### src/rtl/c6502_pkg.sv
package c6502_pkg;

    localparam int ADDR_BITS = 16;
    localparam logic [15:0] PC_RESET = 16'hFFFC;

    localparam logic [1:0] CMD_WRITE = 2'd0;
    localparam logic [1:0] CMD_READ  = 2'd1;
    localparam logic [1:0] CMD_EXEC  = 2'd2;

    typedef enum logic [2:0] {
        MODE_ABS  = 3'd0,
        MODE_ABSX = 3'd1,
        MODE_ABSY = 3'd2,
        MODE_ZP   = 3'd3,
        MODE_ZPX  = 3'd4,
        MODE_ZPY  = 3'd5,
        MODE_INDX = 3'd6,
        MODE_INDY = 3'd7
    } mode_t;

    typedef enum logic [3:0] {
        KIND_LDA = 4'd0,
        KIND_LDX = 4'd1,
        KIND_LDY = 4'd2,
        KIND_STA = 4'd3,
        KIND_STX = 4'd4,
        KIND_STY = 4'd5,
        KIND_ADC = 4'd6,
        KIND_SBC = 4'd7,
        KIND_INC = 4'd8,
        KIND_DEC = 4'd9,
        KIND_INX = 4'd10,
        KIND_INY = 4'd11,
        KIND_DEX = 4'd12,
        KIND_DEY = 4'd13
    } kind_t;

    typedef struct packed {
        logic  valid;
        logic  imm;
        logic  implied;
        kind_t kind;
        mode_t mode;
    } decode_t;

    typedef enum logic [2:0] {
        ADDR_HOST = 3'd0,
        ADDR_PC   = 3'd1,
        ADDR_PTR  = 3'd2,
        ADDR_PTR1 = 3'd3,
        ADDR_EA   = 3'd4
    } asel_t;

    typedef enum logic [3:0] {
        LD_NONE  = 4'd0,
        LD_OP    = 4'd1,
        LD_LO    = 4'd2,
        LD_HI    = 4'd3,
        LD_PLO   = 4'd4,
        LD_PHI   = 4'd5,
        LD_EXEC  = 4'd6,
        LD_IMPL  = 4'd7,
        LD_HOSTR = 4'd8
    } load_t;

    typedef struct packed {
        asel_t asel;
        logic  mem_we;
        logic  wsel_host;
        logic  pc_inc;
        load_t load;
        logic  clear_out;
        logic  bad;
    } dp_cmd_t;

    typedef struct packed {
        decode_t dec;
    } dp_stat_t;

    function automatic decode_t decode(input logic [7:0] op);
        decode_t d;
        d = '{valid: 1'b1, imm: 1'b0, implied: 1'b0, kind: KIND_LDA, mode: MODE_ABS};
        unique case (op)
            8'hE8: begin d.implied = 1'b1; d.kind = KIND_INX; end
            8'hC8: begin d.implied = 1'b1; d.kind = KIND_INY; end
            8'hCA: begin d.implied = 1'b1; d.kind = KIND_DEX; end
            8'h88: begin d.implied = 1'b1; d.kind = KIND_DEY; end
            8'hA9: begin d.imm = 1'b1; d.kind = KIND_LDA; end
            8'hA2: begin d.imm = 1'b1; d.kind = KIND_LDX; end
            8'hA0: begin d.imm = 1'b1; d.kind = KIND_LDY; end
            8'h69: begin d.imm = 1'b1; d.kind = KIND_ADC; end
            8'hE9: begin d.imm = 1'b1; d.kind = KIND_SBC; end
            8'hAD: begin d.kind = KIND_LDA; d.mode = MODE_ABS;  end
            8'hBD: begin d.kind = KIND_LDA; d.mode = MODE_ABSX; end
            8'hB9: begin d.kind = KIND_LDA; d.mode = MODE_ABSY; end
            8'hA5: begin d.kind = KIND_LDA; d.mode = MODE_ZP;   end
            8'hB5: begin d.kind = KIND_LDA; d.mode = MODE_ZPX;  end
            8'hA1: begin d.kind = KIND_LDA; d.mode = MODE_INDX; end
            8'hB1: begin d.kind = KIND_LDA; d.mode = MODE_INDY; end
            8'hAE: begin d.kind = KIND_LDX; d.mode = MODE_ABS;  end
            8'hBE: begin d.kind = KIND_LDX; d.mode = MODE_ABSY; end
            8'hA6: begin d.kind = KIND_LDX; d.mode = MODE_ZP;   end
            8'hB6: begin d.kind = KIND_LDX; d.mode = MODE_ZPY;  end
            8'hAC: begin d.kind = KIND_LDY; d.mode = MODE_ABS;  end
            8'hBC: begin d.kind = KIND_LDY; d.mode = MODE_ABSX; end
            8'hA4: begin d.kind = KIND_LDY; d.mode = MODE_ZP;   end
            8'hB4: begin d.kind = KIND_LDY; d.mode = MODE_ZPX;  end
            8'h8D: begin d.kind = KIND_STA; d.mode = MODE_ABS;  end
            8'h9D: begin d.kind = KIND_STA; d.mode = MODE_ABSX; end
            8'h99: begin d.kind = KIND_STA; d.mode = MODE_ABSY; end
            8'h85: begin d.kind = KIND_STA; d.mode = MODE_ZP;   end
            8'h95: begin d.kind = KIND_STA; d.mode = MODE_ZPX;  end
            8'h81: begin d.kind = KIND_STA; d.mode = MODE_INDX; end
            8'h91: begin d.kind = KIND_STA; d.mode = MODE_INDY; end
            8'h8E: begin d.kind = KIND_STX; d.mode = MODE_ABS;  end
            8'h86: begin d.kind = KIND_STX; d.mode = MODE_ZP;   end
            8'h96: begin d.kind = KIND_STX; d.mode = MODE_ZPY;  end
            8'h8C: begin d.kind = KIND_STY; d.mode = MODE_ABS;  end
            8'h84: begin d.kind = KIND_STY; d.mode = MODE_ZP;   end
            8'h94: begin d.kind = KIND_STY; d.mode = MODE_ZPX;  end
            8'h6D: begin d.kind = KIND_ADC; d.mode = MODE_ABS;  end
            8'h7D: begin d.kind = KIND_ADC; d.mode = MODE_ABSX; end
            8'h79: begin d.kind = KIND_ADC; d.mode = MODE_ABSY; end
            8'h65: begin d.kind = KIND_ADC; d.mode = MODE_ZP;   end
            8'h75: begin d.kind = KIND_ADC; d.mode = MODE_ZPX;  end
            8'h61: begin d.kind = KIND_ADC; d.mode = MODE_INDX; end
            8'h71: begin d.kind = KIND_ADC; d.mode = MODE_INDY; end
            8'hED: begin d.kind = KIND_SBC; d.mode = MODE_ABS;  end
            8'hFD: begin d.kind = KIND_SBC; d.mode = MODE_ABSX; end
            8'hF9: begin d.kind = KIND_SBC; d.mode = MODE_ABSY; end
            8'hE5: begin d.kind = KIND_SBC; d.mode = MODE_ZP;   end
            8'hF5: begin d.kind = KIND_SBC; d.mode = MODE_ZPX;  end
            8'hE1: begin d.kind = KIND_SBC; d.mode = MODE_INDX; end
            8'hF1: begin d.kind = KIND_SBC; d.mode = MODE_INDY; end
            8'hEE: begin d.kind = KIND_INC; d.mode = MODE_ABS;  end
            8'hFE: begin d.kind = KIND_INC; d.mode = MODE_ABSX; end
            8'hE6: begin d.kind = KIND_INC; d.mode = MODE_ZP;   end
            8'hF6: begin d.kind = KIND_INC; d.mode = MODE_ZPX;  end
            8'hCE: begin d.kind = KIND_DEC; d.mode = MODE_ABS;  end
            8'hDE: begin d.kind = KIND_DEC; d.mode = MODE_ABSX; end
            8'hC6: begin d.kind = KIND_DEC; d.mode = MODE_ZP;   end
            8'hD6: begin d.kind = KIND_DEC; d.mode = MODE_ZPX;  end
            default: d.valid = 1'b0;
        endcase
        return d;
    endfunction

endpackage

### src/rtl/c6502_ctrl.sv
module c6502_ctrl
    import c6502_pkg::*;
(
    input  logic       clk,
    input  logic       rst_n,
    input  logic       req_valid,
    input  logic [1:0] req_cmd,
    output logic       req_ready,
    output logic       rsp_valid,
    input  logic       rsp_ready,
    input  dp_stat_t   stat,
    output dp_cmd_t    cmd
);

    typedef enum logic [11:0] {
        ST_IDLE  = 12'b000000000001,
        ST_HOST  = 12'b000000000010,
        ST_FETCH = 12'b000000000100,
        ST_OPW   = 12'b000000001000,
        ST_DEC   = 12'b000000010000,
        ST_LOW   = 12'b000000100000,
        ST_HIGH  = 12'b000001000000,
        ST_PLO   = 12'b000010000000,
        ST_PHI   = 12'b000100000000,
        ST_OPND  = 12'b001000000000,
        ST_EXEC  = 12'b010000000000,
        ST_DONE  = 12'b100000000000
    } state_t;

    state_t     state_reg, state_next;
    logic [1:0] kind_reg, kind_next;
    logic       hi_reg, hi_next;
    logic       rmw_reg, rmw_next;
    decode_t    d;

    assign d = stat.dec;
    assign req_ready = (state_reg == ST_IDLE);
    assign rsp_valid = (state_reg == ST_DONE);

    always_comb
    begin
        state_next = state_reg;
        kind_next  = kind_reg;
        hi_next    = hi_reg;
        rmw_next   = rmw_reg;
        cmd = '{asel: ADDR_PC, mem_we: 1'b0, wsel_host: 1'b0, pc_inc: 1'b0,
                load: LD_NONE, clear_out: 1'b0, bad: 1'b0};
        unique case (state_reg)
            ST_IDLE:
            begin
                if (req_valid)
                begin
                    kind_next = req_cmd;
                    cmd.clear_out = 1'b1;
                    state_next = (req_cmd == CMD_EXEC) ? ST_FETCH : ST_HOST;
                end
            end
            ST_HOST:
            begin
                cmd.asel = ADDR_HOST;
                cmd.wsel_host = 1'b1;
                cmd.mem_we = (kind_reg == CMD_WRITE);
                state_next = (kind_reg == CMD_READ) ? ST_OPW : ST_DONE;
            end
            ST_FETCH:
            begin
                cmd.pc_inc = 1'b1;
                hi_next = 1'b0;
                rmw_next = 1'b0;
                state_next = ST_OPW;
            end
            ST_OPW:
            begin
                if (kind_reg == CMD_READ)
                begin
                    cmd.load = LD_HOSTR;
                    state_next = ST_DONE;
                end
                else
                begin
                    cmd.load = LD_OP;
                    state_next = ST_DEC;
                end
            end
            ST_DEC:
            begin
                if (!d.valid)
                begin
                    cmd.bad = 1'b1;
                    state_next = ST_DONE;
                end
                else if (d.implied)
                begin
                    cmd.load = LD_IMPL;
                    state_next = ST_DONE;
                end
                else
                begin
                    cmd.pc_inc = 1'b1;
                    state_next = d.imm ? ST_EXEC : ST_LOW;
                end
            end
            ST_LOW:
            begin
                cmd.load = LD_LO;
                if (d.mode == MODE_ABS || d.mode == MODE_ABSX || d.mode == MODE_ABSY)
                begin
                    cmd.pc_inc = 1'b1;
                    state_next = ST_HIGH;
                end
                else if (d.mode == MODE_INDX || d.mode == MODE_INDY)
                    state_next = ST_PLO;
                else
                    state_next = ST_OPND;
            end
            ST_HIGH:
            begin
                cmd.load = LD_HI;
                state_next = ST_OPND;
            end
            ST_PLO:
            begin
                cmd.asel = ADDR_PTR;
                state_next = ST_PHI;
            end
            ST_PHI:
            begin
                cmd.asel = ADDR_PTR1;
                if (!hi_reg)
                begin
                    cmd.load = LD_PLO;
                    hi_next = 1'b1;
                end
                else
                begin
                    cmd.load = LD_PHI;
                    hi_next = 1'b0;
                    state_next = ST_OPND;
                end
            end
            ST_OPND:
            begin
                cmd.asel = ADDR_EA;
                if (d.kind == KIND_STA || d.kind == KIND_STX || d.kind == KIND_STY)
                begin
                    cmd.mem_we = 1'b1;
                    state_next = ST_DONE;
                end
                else
                    state_next = ST_EXEC;
            end
            ST_EXEC:
            begin
                cmd.asel = ADDR_EA;
                if (rmw_reg)
                begin
                    cmd.mem_we = 1'b1;
                    state_next = ST_DONE;
                end
                else
                begin
                    cmd.load = LD_EXEC;
                    if (d.kind == KIND_INC || d.kind == KIND_DEC)
                        rmw_next = 1'b1;
                    else
                        state_next = ST_DONE;
                end
            end
            ST_DONE:
            begin
                if (rsp_ready)
                    state_next = ST_IDLE;
            end
            default: state_next = ST_IDLE;
        endcase
    end

    always_ff @(posedge clk or negedge rst_n)
    begin
        if (!rst_n)
        begin
            state_reg <= ST_IDLE;
            kind_reg  <= CMD_WRITE;
            hi_reg    <= 1'b0;
            rmw_reg   <= 1'b0;
        end
        else
        begin
            state_reg <= state_next;
            kind_reg  <= kind_next;
            hi_reg    <= hi_next;
            rmw_reg   <= rmw_next;
        end
    end

`ifndef NO_ASSERTIONS
    a_one_hot: assert property (@(posedge clk) disable iff (!rst_n) $onehot(state_reg))
        else $error("state not one-hot");
    a_ready_excl: assert property (@(posedge clk) disable iff (!rst_n)
        !(req_ready && rsp_valid)) else $error("ready while response pending");
    a_we_exec: assert property (@(posedge clk) disable iff (!rst_n)
        (cmd.mem_we && cmd.wsel_host) |-> (kind_reg == CMD_WRITE))
        else $error("host write outside write request");
`endif

endmodule

### config.mk
export PLATFORM = sky130hd
export DESIGN_NAME = c6502_ctrl
export DESIGN_NICKNAME = d
export VERILOG_FILES = /design/src/rtl/c6502_pkg.sv /design/src/rtl/c6502_ctrl.sv
export SDC_FILE = /design/constraint.sdc
export NUM_CORES = 1
export LEC_CHECK = 0
export ABC_AREA = 0
export BUFFER_PORTS_ARGS = -buffer_cell sky130_fd_sc_hd__buf_2
export CAP_MARGIN = 20
export CORE_ASPECT_RATIO = 0.9
export CORE_MARGIN = 10
export CORE_UTILIZATION = 40
export DETAILED_ROUTE_END_ITERATION = 10
export SLEW_MARGIN = 20
export SYNTH_ARGS = -nofsm -noshare
export SYNTH_HDL_FRONTEND = slang
export SYNTH_SLANG_ARGS = --single-unit
### constraint.sdc
create_clock -name clk -period 2.6 [get_ports clk]
set_input_delay 0 -clock clk [delete_from_list [all_inputs] [get_ports clk]]
set_output_delay 0 -clock clk [all_outputs]
set_load 0.03 [all_outputs]
==> out/results.md, run 1 <==
### Cells and area
- 24.4% — synthesis-to-layout area growth
- 0 — Ant. Diodes
- 185 — total number of nets in the final design
- 12 — number of flip-flops in the largest register
- 27.4% — proportion of layout cells with a drive suffix above 1
- 263 — fillcell total
- 0.00141 mm^2 — post-route cell area

### Floorplanning
- 70.4 um — DIE HEIGHT
- 30 — number of top-level design ports
- 76.0 um — Chip Width
- 18 — Core Rows
- 41.5% — Initial Util
- 0.00273 mm^2 — placeable core region
- 0.00535 mm^2 — overall die area

### Synth
- 0 — Post-synth EDFFs
- 8.56 um^2 — average cell area after synthesis
- 35.5% — fraction of the yosys area taken by sequential cells
- 148 — post-synth net total
- 16 — number of synthesized register bits
- 132 — synthesized instance count
- sky130_fd_sc_hd__dfrtp_1 — most instantiated flip-flop cell in the synthesis netlist
- 100% — post-synthesis async set-or-reset flop share
- 40 — Unique masters post-synth
- 0.00113 mm^2 — summed instance area of the synthesized netlist
- 0 — number of warning messages in the yosys log

### Worst setup path
- 2.60 ns — critical path required time
- 0.54 ns — slowest cell delay on critical path
- 2.39 ns — critical path arrival
- primary output — crit path capture type
- 9 — Max FO, Critical Path
- register to primary output — critical path class
- register — Critical Path Source Type
- nor4_4 -> nand4_1 -> or2_2 -> o21ai_0 -> or3b_2 -> buf_2 — crit-path cells
- 1 — buffering stage count on the worst path with inverters included
- simple AND/OR/NAND/NOR gates — cell type group with the largest total delay on the critical path
- sky130_fd_sc_hd__nor4_4 — Slowest cell on crit path

### Drt
- 1082 — count of vias placed by the detailed router
- 85 — DR iter-0 viols
- 3070 um — Post-Route WL
- 0 — antenna-violating nets left
- 14.8 um — routed len/inst
- 4 — length of the first detailed-routing pass in iterations
- 5.20 — detail-routed via count per cell
- 0 — post-detailed-route DRC marker count

### Place
- 29 — Port Buffers
- 0.380 ns — dpl ws
- 0.904 — routability congestion estimate from global placement
- 0.00131 mm^2 — placed cell areas
- 2420 um — Post-DP HPWL

### Global route
- 5130 um — first-pass GRT wire length
- 11.4% — total global routing track utilization
- 0 — number of antenna violations at the first check in global routing
- 17 — maximum number of pins on one net before global-route repair
- 0 — overflow left after global routing
- 1088 — number of global-route vias before repair

### STA
- 0 ns — Fin Setup TNS
- 2.39 ns — shortest clock period the worst path allows after layout
- 0.519 ns — transition time of the tightest slew-check pin
- 0.00266 ns — Fin Clk Skew
- no — setup repair after global routing missed its margin
- 0 — fin. max-slew vios
- 0.208 ns — Final WS setup
- 0 — number of setup violations in the final report
- 0 — Hold Vio Cnt, Final
- 65.1% — Max-slew headroom
- 92.0% — final period utilization
- 0.418 GHz — highest clock rate

### Clocking
- done — CTS tree
- 3 — clock buffers created by TritonCTS
- 0.28 ns — worst skew pair latency
- 2 — CTS Buffer Depth
- 0 — number of setup buffers added after CTS
- 1 — CTS H-tree depth
- 0.09 ns — clock transition at the registers of the reported paths
- sky130_fd_sc_hd__clkbuf_4 — Clock Tree Root
- 16 — TritonCTS Sinks

### Power and ir drop
- 0.893 mW — PnR Total Power
- 0.700 nW — reported leakage power
- 635 mW/mm^2 — total power divided by cell area
- 0.000486 V — worst-case vdd ir drop

### Run
- 0 — number of maximum-capacitance constraint violations

### Worst hold path
- input port to register — type of the worst min-delay path

### Run status
- finished, final reports clean — outcome

-- metal layers --
layer | vias up | wire, um | track usage [%]
met5 | - | 0 | 0
met4 | 0 | 12 | 2.52
met3 | 2 | 115 | 4.09
met2 | 23 | 1570 | 19.3
met1 | 508 | 1370 | 13.3
li1 | 549 | - | -
-- path summary, 6_finish.rpt --
kind                                            end                startpoint  slack (ns)  cells past startpoint
max                                          cmd[2]  state_reg[8]$_DFFE_PN0P_        0.21                      6
min                         kind_reg[0]$_DFFE_PN0P_                req_cmd[0]       0.005                      3
max reg2reg                state_reg[7]$_DFFE_PN0P_  state_reg[8]$_DFFE_PN0P_        0.23                      5
min reg2reg                 kind_reg[0]$_DFFE_PN0P_   kind_reg[0]$_DFFE_PN0P_        0.53                      2
max in group asynchronous  state_reg[0]$_DFFE_PN1P_                     rst_n        2.14                      2
min in group asynchronous  state_reg[9]$_DFFE_PN0P_                     rst_n        0.15                      2
-- repair_timing --
action | in CTS | in global routing
hold buffers | 6 | 0
resized for setup | 0 | 0
hold endpoints to repair | 21 | 0
-- cells in the final DEF (no fill, tap or decap), drive strengths merged, types with 4 or more instances in the layout --
cell type	synthesis	routed
buf	2	30
dlygate4sd3	0	6
o21a	4	4
nor2b	5	5
nand3	7	7
nand4	4	4
nor2	10	10
nand2	13	13
nand2b	5	5
dfrtp	15	15
nor4	6	6
a21oi	6	6
clkbuf	2	4
and3	4	4
inv	8	8
nor4b	4	4
o21ai	9	9
-- report_power, final --
| part | internal (mW) | leakage [nW] | switching, mW | total (mW) |
|---|---|---|---|---|
| Combinational | 0.160 | 0.464 | 0.229 | 0.389 |
| Sequential | 0.290 | 0.215 | 0.0525 | 0.343 |
| Clock | 0.0852 | 0.0210 | 0.0760 | 0.161 |
-- final cells by class --
class | instances | area (um^2) | share of cell area [%]
Multi-Input combinational cell | 104 | 674 | 48.0
Sequential cell | 16 | 402 | 28.6
Clock buffer | 4 | 36.3 | 2.58
Timing Repair Buffer | 36 | 213 | 15.1
Tap cell | 40 | 50.0 | 3.56
Inverter | 8 | 30.0 | 2.14
-- per-stage QoR --
step | std cells | util (%) | hold WS, ns
floorplan | 132 | - | -0.296
global placement | 198 | 48.0 | -0.0640
detailed placement | 198 | 48.0 | -0.0658
CTS | 208 | 51.6 | 0.00499
global route | 208 | 51.6 | 0.0224
finish | 208 | 51.6 | 0.00526
-- worst min-delay path: stages --
cell and delay, ns:
sky130_fd_sc_hd__buf_2 0.09, sky130_fd_sc_hd__inv_1 0.07, sky130_fd_sc_hd__o21ai_0 0.08
-- logic make-up after synthesis --
logic type | synth area share (%)
xor gates and xnor gates | 3.10
buffers and inverters | 4.76
and+or+nand+nor | 39.6
muxes | 1.88
DFF | 35.5
AOI/OAI and AO/OA | 15.1
-- cell usage after synthesis, types with 3 or more instances --
cell                        n  area (um^2)
sky130_fd_sc_hd__o21a_1     4         30.0
sky130_fd_sc_hd__nor3_1     3         15.0
sky130_fd_sc_hd__nand2b_1   5         31.3
sky130_fd_sc_hd__a21oi_1    6         30.0
sky130_fd_sc_hd__nand3_1    7         35.0
sky130_fd_sc_hd__or3b_2     3         26.3
sky130_fd_sc_hd__nor4_1     3         18.8
sky130_fd_sc_hd__nand2_1   12         45.0
sky130_fd_sc_hd__nor2b_1    5         31.3
sky130_fd_sc_hd__dfrtp_1   15          375
sky130_fd_sc_hd__nor2_1    10         37.5
sky130_fd_sc_hd__xor2_1     3         26.3
sky130_fd_sc_hd__and3_1     4         25.0
sky130_fd_sc_hd__o21ai_0    8         40.0
sky130_fd_sc_hd__nand4_1    4         25.0
sky130_fd_sc_hd__nor4b_1    4         35.0
sky130_fd_sc_hd__inv_1      8         30.0
Power figures use the tool's default switching activity.
==> run 2, diff against run 1 <==
--- a/config.mk
+++ b/config.mk
@@ -12,6 +12,7 @@
 export CORE_MARGIN = 10
 export CORE_UTILIZATION = 40
 export DETAILED_ROUTE_END_ITERATION = 10
+export RECOVER_POWER = 25
 export SLEW_MARGIN = 20
 export SYNTH_ARGS = -nofsm -noshare
 export SYNTH_HDL_FRONTEND = slang
==> out/results.md, run 2 (synthesis results as in run 1) <==
### Run status
- finished, final reports clean — outcome

### STA
- 0.00531 ns — hold_ws
- 0 — Hold Vio Cnt, Final
- 92.0% — final period utilization
- 2.39 ns — shortest clock period the worst path allows after layout
- 41.2% — Max-slew headroom
- 0.882 ns — transition time of the tightest slew-check pin
- 0 — fin. max-slew vios
- 0 ns — Fin Setup TNS
- 0.418 GHz — highest clock rate
- 0 — number of setup violations in the final report
- no — setup repair after global routing missed its margin
- 0.00255 ns — Fin Clk Skew
- 0.208 ns — Final WS setup

### Power and ir drop
- 0.535 mW — internal power contribution
- 0.000486 V — worst-case vdd ir drop
- 0.892 mW — PnR Total Power
- 0.357 mW — switching power
- 38.4% — proportion of power drawn by flip-flops and latches
- 636 mW/mm^2 — total power divided by cell area
- 18.1% — Clk network pwr share
- 43.5% — combinational share of power
- 0.698 nW — reported leakage power
- 40.0% — share of total power consumed by net switching

### Floorplanning
- 0.00535 mm^2 — overall die area
- 70.4 um — DIE HEIGHT
- 0.00273 mm^2 — placeable core region
- 76.0 um — Chip Width
- 30 — number of top-level design ports
- 41.5% — Initial Util
- 18 — Core Rows

### Drt
- 0 — post-detailed-route DRC marker count
- 4 — length of the first detailed-routing pass in iterations
- 1080 — count of vias placed by the detailed router
- 14.8 um — routed len/inst
- 85 — DR iter-0 viols
- 0 — antenna-violating nets left
- 3070 um — Post-Route WL
- 5.19 — detail-routed via count per cell

### Worst setup path
- 2.39 ns — critical path arrival
- 2.60 ns — critical path required time
- primary output — crit path capture type
- 9 — Max FO, Critical Path
- register — Critical Path Source Type
- register to primary output — critical path class

### Clocking
- 6 — quantity of hold-fixing buffers added after cts
- 0.28 ns — worst skew pair latency
- 1 — CTS H-tree depth
- 0 — number of setup buffers added after CTS
- sky130_fd_sc_hd__clkbuf_4 — Clock Tree Root
- done — CTS tree
- 0 — cts repair resizes
- 16 — TritonCTS Sinks
- 2 — CTS Buffer Depth
- 3 — clock buffers created by TritonCTS
- 0.09 ns — clock transition at the registers of the reported paths

### Cells and area
- 26.8% — proportion of layout cells with a drive suffix above 1
- sky130_fd_sc_hd__buf_2, sky130_fd_sc_hd__dfrtp_1, sky130_fd_sc_hd__nand2_1 — leading cell types in the layout, fill and taps excluded
- 208 — Finished Layout Cells
- 0 — Ant. Diodes
- 263 — fillcell total
- 51.5% — Finished Core Util
- 185 — total number of nets in the final design
- 12 — number of flip-flops in the largest register
- 0.00140 mm^2 — post-route cell area
- sky130_fd_sc_hd__buf_2 — most common cell after layout, fill and taps aside
- 24.3% — synthesis-to-layout area growth

### Global route
- 0 — overflow left after global routing
- 5130 um — first-pass GRT wire length
- 1088 — number of global-route vias before repair
- 11.4% — total global routing track utilization
- 17 — maximum number of pins on one net before global-route repair
- 0 — number of antenna violations at the first check in global routing

### Place
- 0.00131 mm^2 — placed cell areas
- 29 — Port Buffers
- 0.904 — routability congestion estimate from global placement
- 0.380 ns — dpl ws
- 198 — DP Cell Count
- 2420 um — Post-DP HPWL

### Worst hold path
- input port to register — type of the worst min-delay path

### Run
- 0 — number of maximum-capacitance constraint violations

run 2: critical path, cell delays in order, from the launching register on:
cell	delay [ns]
sky130_fd_sc_hd__dfrtp_1	0.50
sky130_fd_sc_hd__nor4_4	0.54
sky130_fd_sc_hd__nand4_1	0.26
sky130_fd_sc_hd__or2_2	0.36
sky130_fd_sc_hd__o21ai_0	0.10
sky130_fd_sc_hd__or3b_2	0.16
sky130_fd_sc_hd__buf_2	0.18
run 2: cell type report:
cell class,count,area [um^2],share of cell area (%)
clock buffer,4,36.3,2.58
inverter,8,30.0,2.14
multi-input combinational,104,674,48.0
sequential,16,402,28.6
tap,40,50.0,3.57
timing repair buffer,36,211,15.1
run 2: power by group through the flow:
| stage | clock, mW | sequential (mW) | combinational (mW) |
|---|---|---|---|
| final | 0.161 | 0.343 | 0.389 |
| after global routing | 0.182 | 0.350 | 0.425 |
| after CTS | 0.169 | 0.343 | 0.389 |
| after detailed placement | 0 | 0.347 | 0.377 |
| after global placement | 0 | 0.345 | 0.370 |
| after floorplan | 0 | 0.332 | 0.284 |
run 2: path summary, 6_finish.rpt:
kind                                             to  cells past startpoint                     start  slack [ns]
max                                          cmd[2]                      6  state_reg[8]$_DFFE_PN0P_        0.21
min                         kind_reg[0]$_DFFE_PN0P_                      3                req_cmd[0]       0.005
max reg2reg                state_reg[7]$_DFFE_PN0P_                      5  state_reg[8]$_DFFE_PN0P_        0.23
min reg2reg                 kind_reg[0]$_DFFE_PN0P_                      2   kind_reg[0]$_DFFE_PN0P_        0.53
max in group asynchronous  state_reg[2]$_DFFE_PN0P_                      2                     rst_n        1.72
min in group asynchronous  state_reg[9]$_DFFE_PN0P_                      2                     rst_n        0.34
run 2: routing by layer:
metal / wire length (um) / global-route usage, %
met5: 0 / 0
met4: 12 / 2.52
met3: 115 / 4.09
met2: 1570 / 19.3
met1: 1370 / 13.3
